--- src/design/jpeg_bit_packer_with_stuffing_core_macros.svh ---
// Assertion macros for the JPEG bit packer with byte stuffing.
// Used by the controller and datapath modules; expects clk and arst_n in scope.
`ifndef JPEG_BIT_PACKER_WITH_STUFFING_CORE_MACROS_SVH
`define JPEG_BIT_PACKER_WITH_STUFFING_CORE_MACROS_SVH

// Check a property on every rising clock edge outside of reset.
`define JBP_ASSERT(lbl, prop, msg) \
	lbl: assert property (@(posedge clk) disable iff (!arst_n) (prop)) else $error(msg);

// Check that a condition never holds outside of reset.
`define JBP_ASSERT_NEVER(lbl, cond, msg) \
	`JBP_ASSERT(lbl, !(cond), msg)

`endif

--- src/design/jbp_pkg.sv ---
// Shared constants, codes and control structs for the JPEG bit packer.
// Used by jbp_ctrl, jbp_datapath and the top level; no dependencies.
`default_nettype none

package jbp_pkg;

	// Field and storage widths
	localparam int ADDR_W     = 24;
	localparam int MAX_BITS   = 24;
	localparam int CODE_W     = 24;
	localparam int BCNT_W     = 5;
	localparam int MODE_W     = 2;
	localparam int POS_W      = 25;
	localparam int ACC_W      = MAX_BITS + 7;
	localparam int CNT_W      = $clog2(ACC_W + 1);
	localparam int S_TDATA_W  = 32;
	localparam int M_TDATA_W  = 40;

	localparam logic [POS_W-1:0] CAPACITY_RESET = POS_W'(25'h1000000);

	// Item modes
	localparam logic [MODE_W-1:0] MODE_BITS  = 2'd0;
	localparam logic [MODE_W-1:0] MODE_FLUSH = 2'd1;
	localparam logic [MODE_W-1:0] MODE_RAW   = 2'd2;

	localparam logic [7:0] BYTE_FF    = 8'hFF;
	localparam logic [7:0] BYTE_STUFF = 8'h00;

	// Controller to datapath
	typedef struct packed {
		logic load;
		logic emit_data;
		logic emit_stuff;
		logic emit_raw;
		logic last;
	} jbp_cmd_t;

	// Datapath to controller
	typedef struct packed {
		logic out_free;
		logic start_raw;
		logic start_bytes;
		logic byte_is_ff;
		logic more_after_data;
		logic more_after_stuff;
	} jbp_status_t;

endpackage

`default_nettype wire

--- src/design/jbp_datapath.sv ---
// Datapath of the JPEG bit packer: accumulator, write position, capacity,
// output register. Depends on jbp_pkg and the assertion macro header.
`default_nettype none
`include "jpeg_bit_packer_with_stuffing_core_macros.svh"

module jbp_datapath (
	input  wire                              clk,
	input  wire                              arst_n,
	input  wire logic [jbp_pkg::S_TDATA_W-1:0] in_data,
	input  wire jbp_pkg::jbp_cmd_t           cmd,
	output jbp_pkg::jbp_status_t             st,
	input  wire                              cfg_valid,
	output logic                             cfg_ready,
	input  wire logic [jbp_pkg::POS_W-1:0]   cfg_data,
	output logic                             m_tvalid,
	input  wire                              m_tready,
	output logic [jbp_pkg::M_TDATA_W-1:0]    m_tdata,
	output logic                             m_tlast
);

	logic [jbp_pkg::ACC_W-1:0]  acc_q;
	logic [jbp_pkg::CNT_W-1:0]  cnt_q;
	logic [7:0]                 raw_q;
	logic [jbp_pkg::POS_W-1:0]  wp_q;
	logic [jbp_pkg::POS_W-1:0]  cap_q;
	logic                       ovf_q;
	logic                       out_valid_q;
	logic [7:0]                 out_byte_q;
	logic [jbp_pkg::ADDR_W-1:0] out_addr_q;
	logic                       out_written_q;
	logic                       out_ovf_q;
	logic                       out_last_q;

	logic [jbp_pkg::MODE_W-1:0] in_mode;
	logic [jbp_pkg::CODE_W-1:0] in_code;
	logic [jbp_pkg::BCNT_W-1:0] in_bcnt;
	logic [jbp_pkg::CNT_W-1:0]  n_bits;
	logic [jbp_pkg::ACC_W-1:0]  mask;
	logic [jbp_pkg::ACC_W-1:0]  new_bits;
	logic [jbp_pkg::ACC_W-1:0]  acc_new;
	logic [jbp_pkg::CNT_W-1:0]  cnt_new;
	logic                       do_append;
	logic [jbp_pkg::CNT_W-1:0]  shamt;
	logic [jbp_pkg::ACC_W-1:0]  shifted;
	logic [7:0]                 data_byte;
	logic [7:0]                 emit_byte;
	logic                       emit_any;
	logic                       full;

	// Unpack the input word
	assign in_mode = in_data[jbp_pkg::MODE_W-1:0];
	assign in_code = in_data[jbp_pkg::MODE_W +: jbp_pkg::CODE_W];
	assign in_bcnt = in_data[jbp_pkg::MODE_W + jbp_pkg::CODE_W +: jbp_pkg::BCNT_W];

	// Pick the bits to append: clamped code bits, or one-fill up to a byte
	always_comb begin
		n_bits    = '0;
		new_bits  = '0;
		do_append = 1'b0;
		case (in_mode)
			jbp_pkg::MODE_BITS: begin
				n_bits = (in_bcnt > jbp_pkg::BCNT_W'(jbp_pkg::MAX_BITS)) ?
					jbp_pkg::CNT_W'(jbp_pkg::MAX_BITS) : jbp_pkg::CNT_W'(in_bcnt);
				new_bits  = jbp_pkg::ACC_W'(in_code);
				do_append = (n_bits != '0);
			end
			jbp_pkg::MODE_FLUSH: begin
				n_bits    = jbp_pkg::CNT_W'(8) - cnt_q;
				new_bits  = '1;
				do_append = (cnt_q != '0);
			end
			default: begin
				n_bits    = '0;
				new_bits  = '0;
				do_append = 1'b0;
			end
		endcase
	end

	assign mask    = ~({jbp_pkg::ACC_W{1'b1}} << n_bits);
	assign acc_new = (acc_q << n_bits) | (new_bits & mask);
	assign cnt_new = cnt_q + n_bits;

	// Take the top pending byte
	assign shamt     = cnt_q - jbp_pkg::CNT_W'(8);
	assign shifted   = acc_q >> shamt;
	assign data_byte = shifted[7:0];

	assign full     = (wp_q >= cap_q);
	assign emit_any = cmd.emit_data | cmd.emit_stuff | cmd.emit_raw;

	always_comb begin
		emit_byte = jbp_pkg::BYTE_STUFF;
		if (cmd.emit_data) begin
			emit_byte = data_byte;
		end else if (cmd.emit_raw) begin
			emit_byte = raw_q;
		end
	end

	// Status to the controller
	assign st.out_free         = !out_valid_q || m_tready;
	assign st.start_raw        = (in_mode == jbp_pkg::MODE_RAW);
	assign st.start_bytes      = do_append && (cnt_new >= jbp_pkg::CNT_W'(8));
	assign st.byte_is_ff       = (data_byte == jbp_pkg::BYTE_FF);
	assign st.more_after_data  = (cnt_q >= jbp_pkg::CNT_W'(16));
	assign st.more_after_stuff = (cnt_q >= jbp_pkg::CNT_W'(8));

	// Hold the capacity register
	assign cfg_ready = 1'b1;

	always_ff @(posedge clk or negedge arst_n) begin
		if (!arst_n) begin
			cap_q <= jbp_pkg::CAPACITY_RESET;
		end else if (cfg_valid) begin
			cap_q <= cfg_data;
		end
	end

	// Advance the accumulator and pending count
	always_ff @(posedge clk or negedge arst_n) begin
		if (!arst_n) begin
			acc_q <= '0;
			cnt_q <= '0;
		end else if (cmd.load && do_append) begin
			acc_q <= acc_new;
			cnt_q <= cnt_new;
		end else if (cmd.emit_data) begin
			cnt_q <= shamt;
		end
	end

	// Hold the raw byte of a mode 2 item
	always_ff @(posedge clk) begin
		if (cmd.load && st.start_raw) begin
			raw_q <= in_code[7:0];
		end
	end

	// Advance the write position, or latch overflow when full
	always_ff @(posedge clk or negedge arst_n) begin
		if (!arst_n) begin
			wp_q  <= '0;
			ovf_q <= 1'b0;
		end else if (emit_any) begin
			if (full) begin
				ovf_q <= 1'b1;
			end else begin
				wp_q <= wp_q + jbp_pkg::POS_W'(1);
			end
		end
	end

	// Output register
	always_ff @(posedge clk or negedge arst_n) begin
		if (!arst_n) begin
			out_valid_q <= 1'b0;
		end else if (emit_any) begin
			out_valid_q <= 1'b1;
		end else if (m_tready) begin
			out_valid_q <= 1'b0;
		end
	end

	always_ff @(posedge clk) begin
		if (emit_any) begin
			out_byte_q    <= emit_byte;
			out_addr_q    <= wp_q[jbp_pkg::ADDR_W-1:0];
			out_written_q <= !full;
			out_ovf_q     <= ovf_q | full;
			out_last_q    <= cmd.last;
		end
	end

	assign m_tvalid = out_valid_q;
	assign m_tlast  = out_last_q;
	assign m_tdata  = {{(jbp_pkg::M_TDATA_W - jbp_pkg::ADDR_W - 10){1'b0}},
		out_ovf_q, out_written_q, out_addr_q, out_byte_q};

	// Checks
	`JBP_ASSERT(a_ovf_sticky, ovf_q |=> ovf_q, "overflow flag cleared")
	`JBP_ASSERT(a_wp_hold, !emit_any |=> $stable(wp_q), "write position moved without a byte")
	`JBP_ASSERT(a_drop_flags, (out_valid_q && !out_written_q) |-> out_ovf_q,
		"dropped byte without overflow")

endmodule

`default_nettype wire

--- src/design/jbp_ctrl.sv ---
// Controller of the JPEG bit packer: sequences load, data, stuffing and
// raw byte emission. Depends on jbp_pkg and the assertion macro header.
`default_nettype none
`include "jpeg_bit_packer_with_stuffing_core_macros.svh"

module jbp_ctrl (
	input  wire                        clk,
	input  wire                        arst_n,
	input  wire                        in_valid,
	output logic                       in_ready,
	input  wire jbp_pkg::jbp_status_t  st,
	output jbp_pkg::jbp_cmd_t          cmd
);

	typedef enum logic [1:0] {
		S_IDLE,
		S_EMIT,
		S_STUFF,
		S_RAW
	} state_t;

	state_t state_q;
	state_t state_d;

	assign in_ready = (state_q == S_IDLE);

	// Decode commands and next state
	always_comb begin
		cmd     = '0;
		state_d = state_q;
		case (state_q)
			S_IDLE: begin
				if (in_valid) begin
					cmd.load = 1'b1;
					if (st.start_raw) begin
						state_d = S_RAW;
					end else if (st.start_bytes) begin
						state_d = S_EMIT;
					end
				end
			end
			S_EMIT: begin
				if (st.out_free) begin
					cmd.emit_data = 1'b1;
					cmd.last      = !st.byte_is_ff && !st.more_after_data;
					if (st.byte_is_ff) begin
						state_d = S_STUFF;
					end else if (!st.more_after_data) begin
						state_d = S_IDLE;
					end
				end
			end
			S_STUFF: begin
				if (st.out_free) begin
					cmd.emit_stuff = 1'b1;
					cmd.last       = !st.more_after_stuff;
					state_d        = st.more_after_stuff ? S_EMIT : S_IDLE;
				end
			end
			S_RAW: begin
				if (st.out_free) begin
					cmd.emit_raw = 1'b1;
					cmd.last     = 1'b1;
					state_d      = S_IDLE;
				end
			end
			default: begin
				state_d = S_IDLE;
			end
		endcase
	end

	// Hold state
	always_ff @(posedge clk or negedge arst_n) begin
		if (!arst_n) begin
			state_q <= S_IDLE;
		end else begin
			state_q <= state_d;
		end
	end

	// Checks
	`JBP_ASSERT(a_one_emit, $onehot0({cmd.emit_data, cmd.emit_stuff, cmd.emit_raw}),
		"more than one byte emitted at once")
	`JBP_ASSERT_NEVER(a_emit_busy, (cmd.emit_data || cmd.emit_stuff || cmd.emit_raw)
		&& !st.out_free, "byte emitted into a busy output register")
	`JBP_ASSERT(a_stuff_after_ff,
		(state_q == S_STUFF) |-> $past(cmd.emit_data || (state_q == S_STUFF)),
		"stuffing without a preceding data byte")

endmodule

`default_nettype wire

--- src/design/jpeg_bit_packer_with_stuffing_core.sv ---
// JPEG entropy bit packer with 0xFF/0x00 stuffing and bounded buffer.
// A word is taken in the idle state; the emit sequencer then moves one output
// byte per cycle into the output register while that register is free, and
// takes no new word until the item is done; an item with no bytes stays idle.
// Reset clears position, accumulator, overflow flag and output valid;
// capacity resets to 2^24.
`default_nettype none

module jpeg_bit_packer_with_stuffing_core (
	input  wire                                 clk,
	input  wire                                 arst_n,
	input  wire                                 s_tvalid,
	output logic                                s_tready,
	// [1:0] mode, [25:2] code, [30:26] bit_count, [31] zero
	input  wire logic [jbp_pkg::S_TDATA_W-1:0]  s_tdata,
	output logic                                m_tvalid,
	input  wire                                 m_tready,
	// [7:0] out_byte, [31:8] byte_address, [32] written, [33] overflow, [39:34] zero
	output logic [jbp_pkg::M_TDATA_W-1:0]       m_tdata,
	output logic                                m_tlast,
	input  wire                                 cfg_valid,
	output logic                                cfg_ready,
	input  wire logic [jbp_pkg::POS_W-1:0]      cfg_data
);

	jbp_pkg::jbp_cmd_t    cmd;
	jbp_pkg::jbp_status_t st;

	jbp_ctrl u_ctrl (
		.clk      (clk),
		.arst_n   (arst_n),
		.in_valid (s_tvalid),
		.in_ready (s_tready),
		.st       (st),
		.cmd      (cmd)
	);

	jbp_datapath u_dp (
		.clk       (clk),
		.arst_n    (arst_n),
		.in_data   (s_tdata),
		.cmd       (cmd),
		.st        (st),
		.cfg_valid (cfg_valid),
		.cfg_ready (cfg_ready),
		.cfg_data  (cfg_data),
		.m_tvalid  (m_tvalid),
		.m_tready  (m_tready),
		.m_tdata   (m_tdata),
		.m_tlast   (m_tlast)
	);

endmodule

`default_nettype wire

--- config.mk ---
export PLATFORM = sky130hd
export DESIGN_NAME = jpeg_bit_packer_with_stuffing_core
export DESIGN_NICKNAME = d
export VERILOG_FILES = /design/src/design/jbp_pkg.sv /design/src/design/jbp_datapath.sv /design/src/design/jbp_ctrl.sv /design/src/design/jpeg_bit_packer_with_stuffing_core.sv
export VERILOG_INCLUDE_DIRS = /design/src /design/src/design
export SDC_FILE = /design/constraint.sdc
export NUM_CORES = 1
export LEC_CHECK = 0
export BUFFER_PORTS_ARGS = -buffer_cell sky130_fd_sc_hd__clkbuf_2
export CAP_MARGIN = 20
export CORE_MARGIN = 2
export CORE_UTILIZATION = 65
export DETAILED_ROUTE_END_ITERATION = 10
export HOLD_SLACK_MARGIN = 0.06
export PLACE_DENSITY = 0.84
export SETUP_SLACK_MARGIN = 0.02
export SYNTH_ARGS = -nofsm -noshare
export SYNTH_HDL_FRONTEND = slang
export SYNTH_HIERARCHICAL = 1
export SYNTH_SLANG_ARGS = --single-unit
--- constraint.sdc ---
create_clock -name clk -period 12.1 [get_ports clk]
set_input_delay 1.815 -clock clk [delete_from_list [all_inputs] [get_ports clk]]
set_output_delay 1.815 -clock clk [all_outputs]
set_load 0.005 [all_outputs]
==> metrics.yaml, run 1 <==
min_path:
  hp-class: "register to register"
clock_network:
  hold_buffers: 0
  cts.sinks: 133
  cts_tree: "built"
  post-cts-setup-buffers: 0
  ctsHtreeMaxLevel: 4
  cts_resized: 0
  clkLatencyLatePin_ps: 430
  root_buffer: "clkbuf_16"
  clkTransAtPathRegs_ps: 60
  clockBufferDepth: 2
  cts_buffers: 17
routing:
  viasPerCell: 6.76
  first_pass_iters: 6
  routed.top_layer: "met4"
  drc: 0
  wl_met1_microns: 10900
  drt_iter0_drc: 1098
  routed-wl-met2_microns: 12400
  vias: 8536
  drt-total-wl_microns: 27000
  wl_per_cell_microns: 21.4
  wl_met3_microns: 2870
  antenna_left: 0
sta:
  grt_setup_unrepaired: "no"
  fin_skew_ps: 8.55
  period_needed_ps: 5790
  finalHoldViolations: 0
  maxSlewViolCount: 0
  tns_ps: 0
  finalCritPeriodShare_pct: 47.9
  slew_headroom_pct: 26.8
  hold_slack_ps: 475
  setup_viol: 0
  fmax_mhz: 173
  worstMarginPinSlew_ps: 1090
cells_and_area:
  area_growth_pct: 10.1
  fin_nets: 1169
  n_antenna_cell: 0
  drive_gt1_share_pct: 19.6
worst_setup_path:
  worstReg2RegStart: "u_dp/cnt_q[0]$_DFFE_PN0P_"
  worstPathRequired_ps: 12410
  critPathMaxFanout: 47
  worstPathArrival_ps: 6100
  r2r_cells: 14
  end_kind: "register"
  endpoint: "u_ctrl/state_q[1]$_DFFE_PN0P_"
  critical_path_class: "input pin to register"
  critPathLaunch: "s_tdata[1]"
  rr_endpoint: "u_ctrl/state_q[1]$_DFFE_PN0P_"
  reg2reg_slack_ps: 7070
  critPathLaunchType: "input pin"
global_routing:
  gr-total-overflow: 0
  track_usage_pct: 35.3
  grt_pass1_wl_microns: 43800
  grt_max_degree: 50
  grt_pass1_vias: 8177
  antenna_found_initial: 0
place:
  dp_hpwl_microns: 18700
  io_buffers: 97
  routabilityCongestion: 0.970
logic_synthesis:
  async_flop_share_pct: 67.7
  yosysWarnings: 6
  synth_cell_types: 87
  synth_ff_type: "dfrtp_1"
  ys_seq_area_share_pct: 36.8
  syn_area_sq_um: 9630
  synth.avg_cell_area_sq_um: 9.48
  ys_ff_latch: 133
  synth_edf_count: 43
  netlist_instances: 1016
pwr:
  ir_drop_mv: 0.156
  cellLeakagePower_nw: 4.65
  p_per_area_nw_per_um2: 260
floorplan:
  die_h_microns: 126
  coreArea_sq_um: 14500
  initial_core_util_pct: 66.5
  io_pins: 106
  die_area_sq_um: 15800
  rows: 44
  die_w_microns: 126
run_status:
  outcome: "completed"
job:
  drv_cap: 0
==> layout by cell type (no fill, tap or decap), drive strengths merged, types with 27 or more instances in the layout <==
master	instances
o21ai	64
mux4	27
nor2	81
ha	39
clkbuf	116
inv	56
a21oi	60
mux2i	43
nor2b	32
edfxtp	43
dfrtp	89
nand2	123
==> stage by stage <==
| stage | area (sq um) | setup slack (ps) | power (mW) | instances | util (%) |
|---|---|---|---|---|---|
| finish | 10600 | 6310 | 2.76 | 1263 | 73.2 |
| global route | 10600 | 6040 | 2.92 | 1263 | 73.2 |
| CTS | 10600 | 6390 | 2.71 | 1262 | 73.0 |
| detailed placement | 10000 | 5930 | 2.19 | 1231 | 69.1 |
| global placement | 10000 | 5960 | 2.15 | 1231 | 69.1 |
| floorplan | 9650 | 7220 | 1.82 | 1021 | - |
==> kinds of logic (layout without fill, tap and decap cells) <==
group | count (synthesis) | in the layout | synth area share (%)
and+or+nand+nor | 320 | 320 | 15.7
AOI/OAI and AO/OA | 272 | 272 | 20.2
DFF | 133 | 133 | 36.8
buffers and inverters | 133 | 191 | 6.49
muxes | 87 | 87 | 12.8
adders and majority gates | 40 | 40 | 5.28
xor gates and xnor gates | 29 | 29 | 2.64
other | 2 | 7 | 0.0780
==> cell usage after synthesis, types with 7 or more instances <==
library cell  count  area, sq um
clkbuf_1         37          139
mux2i_1          43          430
a21o_1            9         67.6
nand2_1         119          447
ha_1             39          488
buf_2            19         95.1
a31oi_1          10         62.6
nor2_1           79          297
inv_1            49          184
nand4_1           9         56.3
o21ai_0          59          295
a22o_1            9         78.8
mux4_2           27          608
and3_1           11         68.8
edfxtp_1         43         1290
o22ai_1           7         43.8
nor2b_1          32          200
buf_4            13         97.6
a211oi_1         11         82.6
nor3_1           13         65.1
o211ai_1          8         60.1
nand3_1          20          100
mux2_2           16          180
xnor2_1          21          184
a21oi_1          59          295
xor2_1            8         70.1
a22oi_1           9         67.6
dfrtp_1          89         2230
a32oi_1          16          140
==> cell type report <==
type / count / area [sq um]
clock buffer: 20 / 437
clock inverter: 11 / 128
fill: 1081 / 3880
inverter: 54 / 210
multi-input combinational: 755 / 5480
sequential: 133 / 3550
tap: 184 / 230
timing repair buffer: 106 / 576
==> how the worst min path moves through the flow <==
stage / start / depth (start not counted) / to / slack, ps
2_1_floorplan: u_dp/ovf_q$_DFFE_PN0P_ / 1 / u_dp/ovf_q$_DFFE_PN0P_ / 430
3_3_place_gp: u_dp/ovf_q$_DFFE_PN0P_ / 1 / u_dp/ovf_q$_DFFE_PN0P_ / 450
3_5_place_dp: u_dp/ovf_q$_DFFE_PN0P_ / 1 / u_dp/ovf_q$_DFFE_PN0P_ / 460
4_1_cts: u_dp/ovf_q$_DFFE_PN0P_ / 1 / u_dp/ovf_q$_DFFE_PN0P_ / 470
5_1_grt: u_dp/ovf_q$_DFFE_PN0P_ / 1 / u_dp/ovf_q$_DFFE_PN0P_ / 490
6_report: u_dp/ovf_q$_DFFE_PN0P_ / 1 / u_dp/ovf_q$_DFFE_PN0P_ / 470
==> sequential cells by signal, indices dropped and copies added, names as in the netlist <==
signal / count
u_ctrl/state_q: 2
u_dp/acc_q: 31
u_dp/cap_q: 25
u_dp/cnt_q: 5
u_dp/m_tlast: 1
u_dp/m_tvalid: 1
u_dp/out_addr_q: 24
u_dp/out_byte_q: 8
u_dp/out_ovf_q: 1
u_dp/out_written_q: 1
u_dp/ovf_q: 1
u_dp/raw_q: 8
u_dp/wp_q: 25
==> routing by layer <==
metal	GRT usage, %	vias to the layer above
li1	-	3841
met1	49.1	4060
met2	54.6	553
met3	8.07	82
met4	13.3	0
met5	0	-
==> power breakdown <==
part,internal [mW],total [mW],switching [mW]
Clock,0.303,0.508,0.205
Combinational,0.609,1.40,0.790
Sequential,0.640,0.849,0.210
==> worst max-delay path, stage by stage <==
cell	delay (ps)
clkbuf_2	770
nor2b_1	200
a32oi_4	940
inv_4	360
ha_1	450
a21o_1	180
a21oi_1	170
xnor2_1	220
xnor2_1	160
a21oi_1	80
o21a_1	190
o221ai_2	220
mux2_4	320
(Power assumes the default switching activity.)
==> run 2, diff against run 1 <==
- CORE_UTILIZATION: 65 -> 60
- PLACE_DENSITY: 0.84 -> 0.78
- clock period: 12.1 -> 5.7 ns (I/O delays scaled with it)
==> metrics.yaml, run 2 (synthesis results as in run 1) <==
worst_setup_path:
  path_cells: "or4_4, a31oi_4, nand2_4, clkinv_4, ha_1, a21oi_1, xnor2_1, xnor2_1, a21oi_1, o21a_1, o221ai_2, mux2_4"
  r2r_cells: 12
  crit_slowest_cell: "dfrtp_2"
  reg2reg_slack_ps: 1400
  worstPathArrival_ps: 4610
  cpPeakStageDelay_ps: 760
  critical_path_class: "register to register"
  critPathLaunchType: "register"
  critPathMaxFanout: 44
  worstPathRequired_ps: 6010
  rr_endpoint: "u_ctrl/state_q[1]$_DFFE_PN0P_"
  end_kind: "register"
  worstReg2RegStart: "u_dp/cnt_q[0]$_DFFE_PN0P_"
cells_and_area:
  fin_util_pct: 67.8
  multi_input_area_sq_um: 5480
  layout_common_cells: "119 x nand2_1, 96 x clkbuf_2, 88 x dfrtp_1"
  n_antenna_cell: 0
  ff_latch_area_sq_um: 3550
  top_regs: "u_dp/acc_q x31, u_dp/cap_q x25, u_dp/wp_q x25"
  final_common_cell: "nand2_1"
  area_growth_pct: 11.1
  n_fill_cell: 1281
  drive_gt1_share_pct: 20.2
  top_register: "u_dp/acc_q"
  fin_nets: 1174
  largest_reg_flops: 31
sta:
  setup_viol: 0
  period_needed_ps: 4300
  fin_ws_ps: 1400
  fin_skew_ps: 7.52
  slew_headroom_pct: 28.5
  tns_ps: 0
  grt_setup_unrepaired: "no"
  worstMarginPinSlew_ps: 1070
  maxSlewViolCount: 0
  hold_slack_ps: 348
  finalCritPeriodShare_pct: 75.4
  fmax_mhz: 233
  finalHoldViolations: 0
pwr:
  p_per_area_nw_per_um2: 551
  power_mw: 5.89
  ir_drop_mv: 0.275
  cellLeakagePower_nw: 4.70
floorplan:
  initial_core_util_pct: 61.0
  die_w_microns: 131
  die_h_microns: 131
  rows: 46
  die_area_sq_um: 17100
  io_pins: 106
  coreArea_sq_um: 15800
clock_network:
  ctsHtreeMaxLevel: 4
  post-cts-setup-buffers: 0
  cts_tree: "built"
  clkTransAtPathRegs_ps: 60
  cts.sinks: 133
  hold_buffers: 0
  root_buffer: "clkbuf_16"
  clkLatencyLatePin_ps: 430
  cts_buffers: 17
  clockBufferDepth: 2
  cts_resized: 0
routing:
  drc: 0
  vias: 8436
  wl_per_cell_microns: 20.8
  drt-total-wl_microns: 27000
  drt_iter0_drc: 1160
  antenna_left: 0
  first_pass_iters: 6
  viasPerCell: 6.48
global_routing:
  gr-total-overflow: 0
  grt_max_degree: 66
  grt_pass1_vias: 7720
  grt_pass1_wl_microns: 41800
  track_usage_pct: 32.2
  antenna_found_initial: 0
place:
  io_buffers: 97
  routabilityCongestion: 1.02
  pre_cts_ws_ps: 1270
  dp_hpwl_microns: 18900
job:
  drv_cap: 0
run_status:
  outcome: "completed"
min_path:
  hp-class: "input pin to async pin"
-- run 2: worst max path at each step --
stage | start | endpoint | slack [ps]
6_report | u_dp/cnt_q[0]$_DFFE_PN0P_ | u_ctrl/state_q[1]$_DFFE_PN0P_ | 1400
5_1_grt | u_dp/cnt_q[0]$_DFFE_PN0P_ | u_ctrl/state_q[1]$_DFFE_PN0P_ | 1120
4_1_cts | u_dp/cnt_q[0]$_DFFE_PN0P_ | u_ctrl/state_q[1]$_DFFE_PN0P_ | 1440
3_5_place_dp | s_tdata[0] | u_ctrl/state_q[1]$_DFFE_PN0P_ | 1270
3_3_place_gp | s_tdata[0] | u_ctrl/state_q[1]$_DFFE_PN0P_ | 1340
2_1_floorplan | u_dp/cnt_q[1]$_DFFE_PN0P_ | u_ctrl/state_q[1]$_DFFE_PN0P_ | 1660
-- run 2: worst max-delay path: cells and delay by family (launching register included) --
family / cells / cell delay, ps
muxes: 1 / 320
xor gates and xnor gates: 2 / 380
and+or+nand+nor: 2 / 990
AOI/OAI and AO/OA: 5 / 1110
DFF: 1 / 760
adders and majority gates: 1 / 300
buffers and inverters: 1 / 300
-- run 2: through the flow --
stage          instance area [sq um]  cells
2_1_floorplan                   9650   1021
3_3_place_gp                   10100   1268
3_5_place_dp                   10100   1268
4_1_cts                        10700   1300
5_1_grt                        10700   1301
6_report                       10700   1301
-- run 2: layer usage --
| layer | GRT usage (%) | part of all wire [%] | vias up |
|---|---|---|---|
| met5 | 0 | 0 | - |
| met4 | 10.3 | 2.5 | 0 |
| met3 | 8.02 | 11 | 63 |
| met2 | 49.0 | 45 | 526 |
| met1 | 45.6 | 41 | 3996 |
| li1 | - | - | 3851 |
-- run 2: layout make-up --
type                    count  area share, %
well taps                 216           2.53
repair buffers            111           5.52
multi-input cells         755           51.2
clock inverters            13           1.36
inverters                  54           1.97
flip-flops and latches    133           33.2
clock buffers              19           4.25
-- run 2: report_power, final --
part	internal (mW)	leakage [nW]	total (mW)	switching, mW
Clock	0.677	0.299	1.12	0.448
Sequential	1.36	1.54	1.81	0.450
Combinational	1.28	2.86	2.96	1.68
Total	3.31	4.70	5.89	2.58
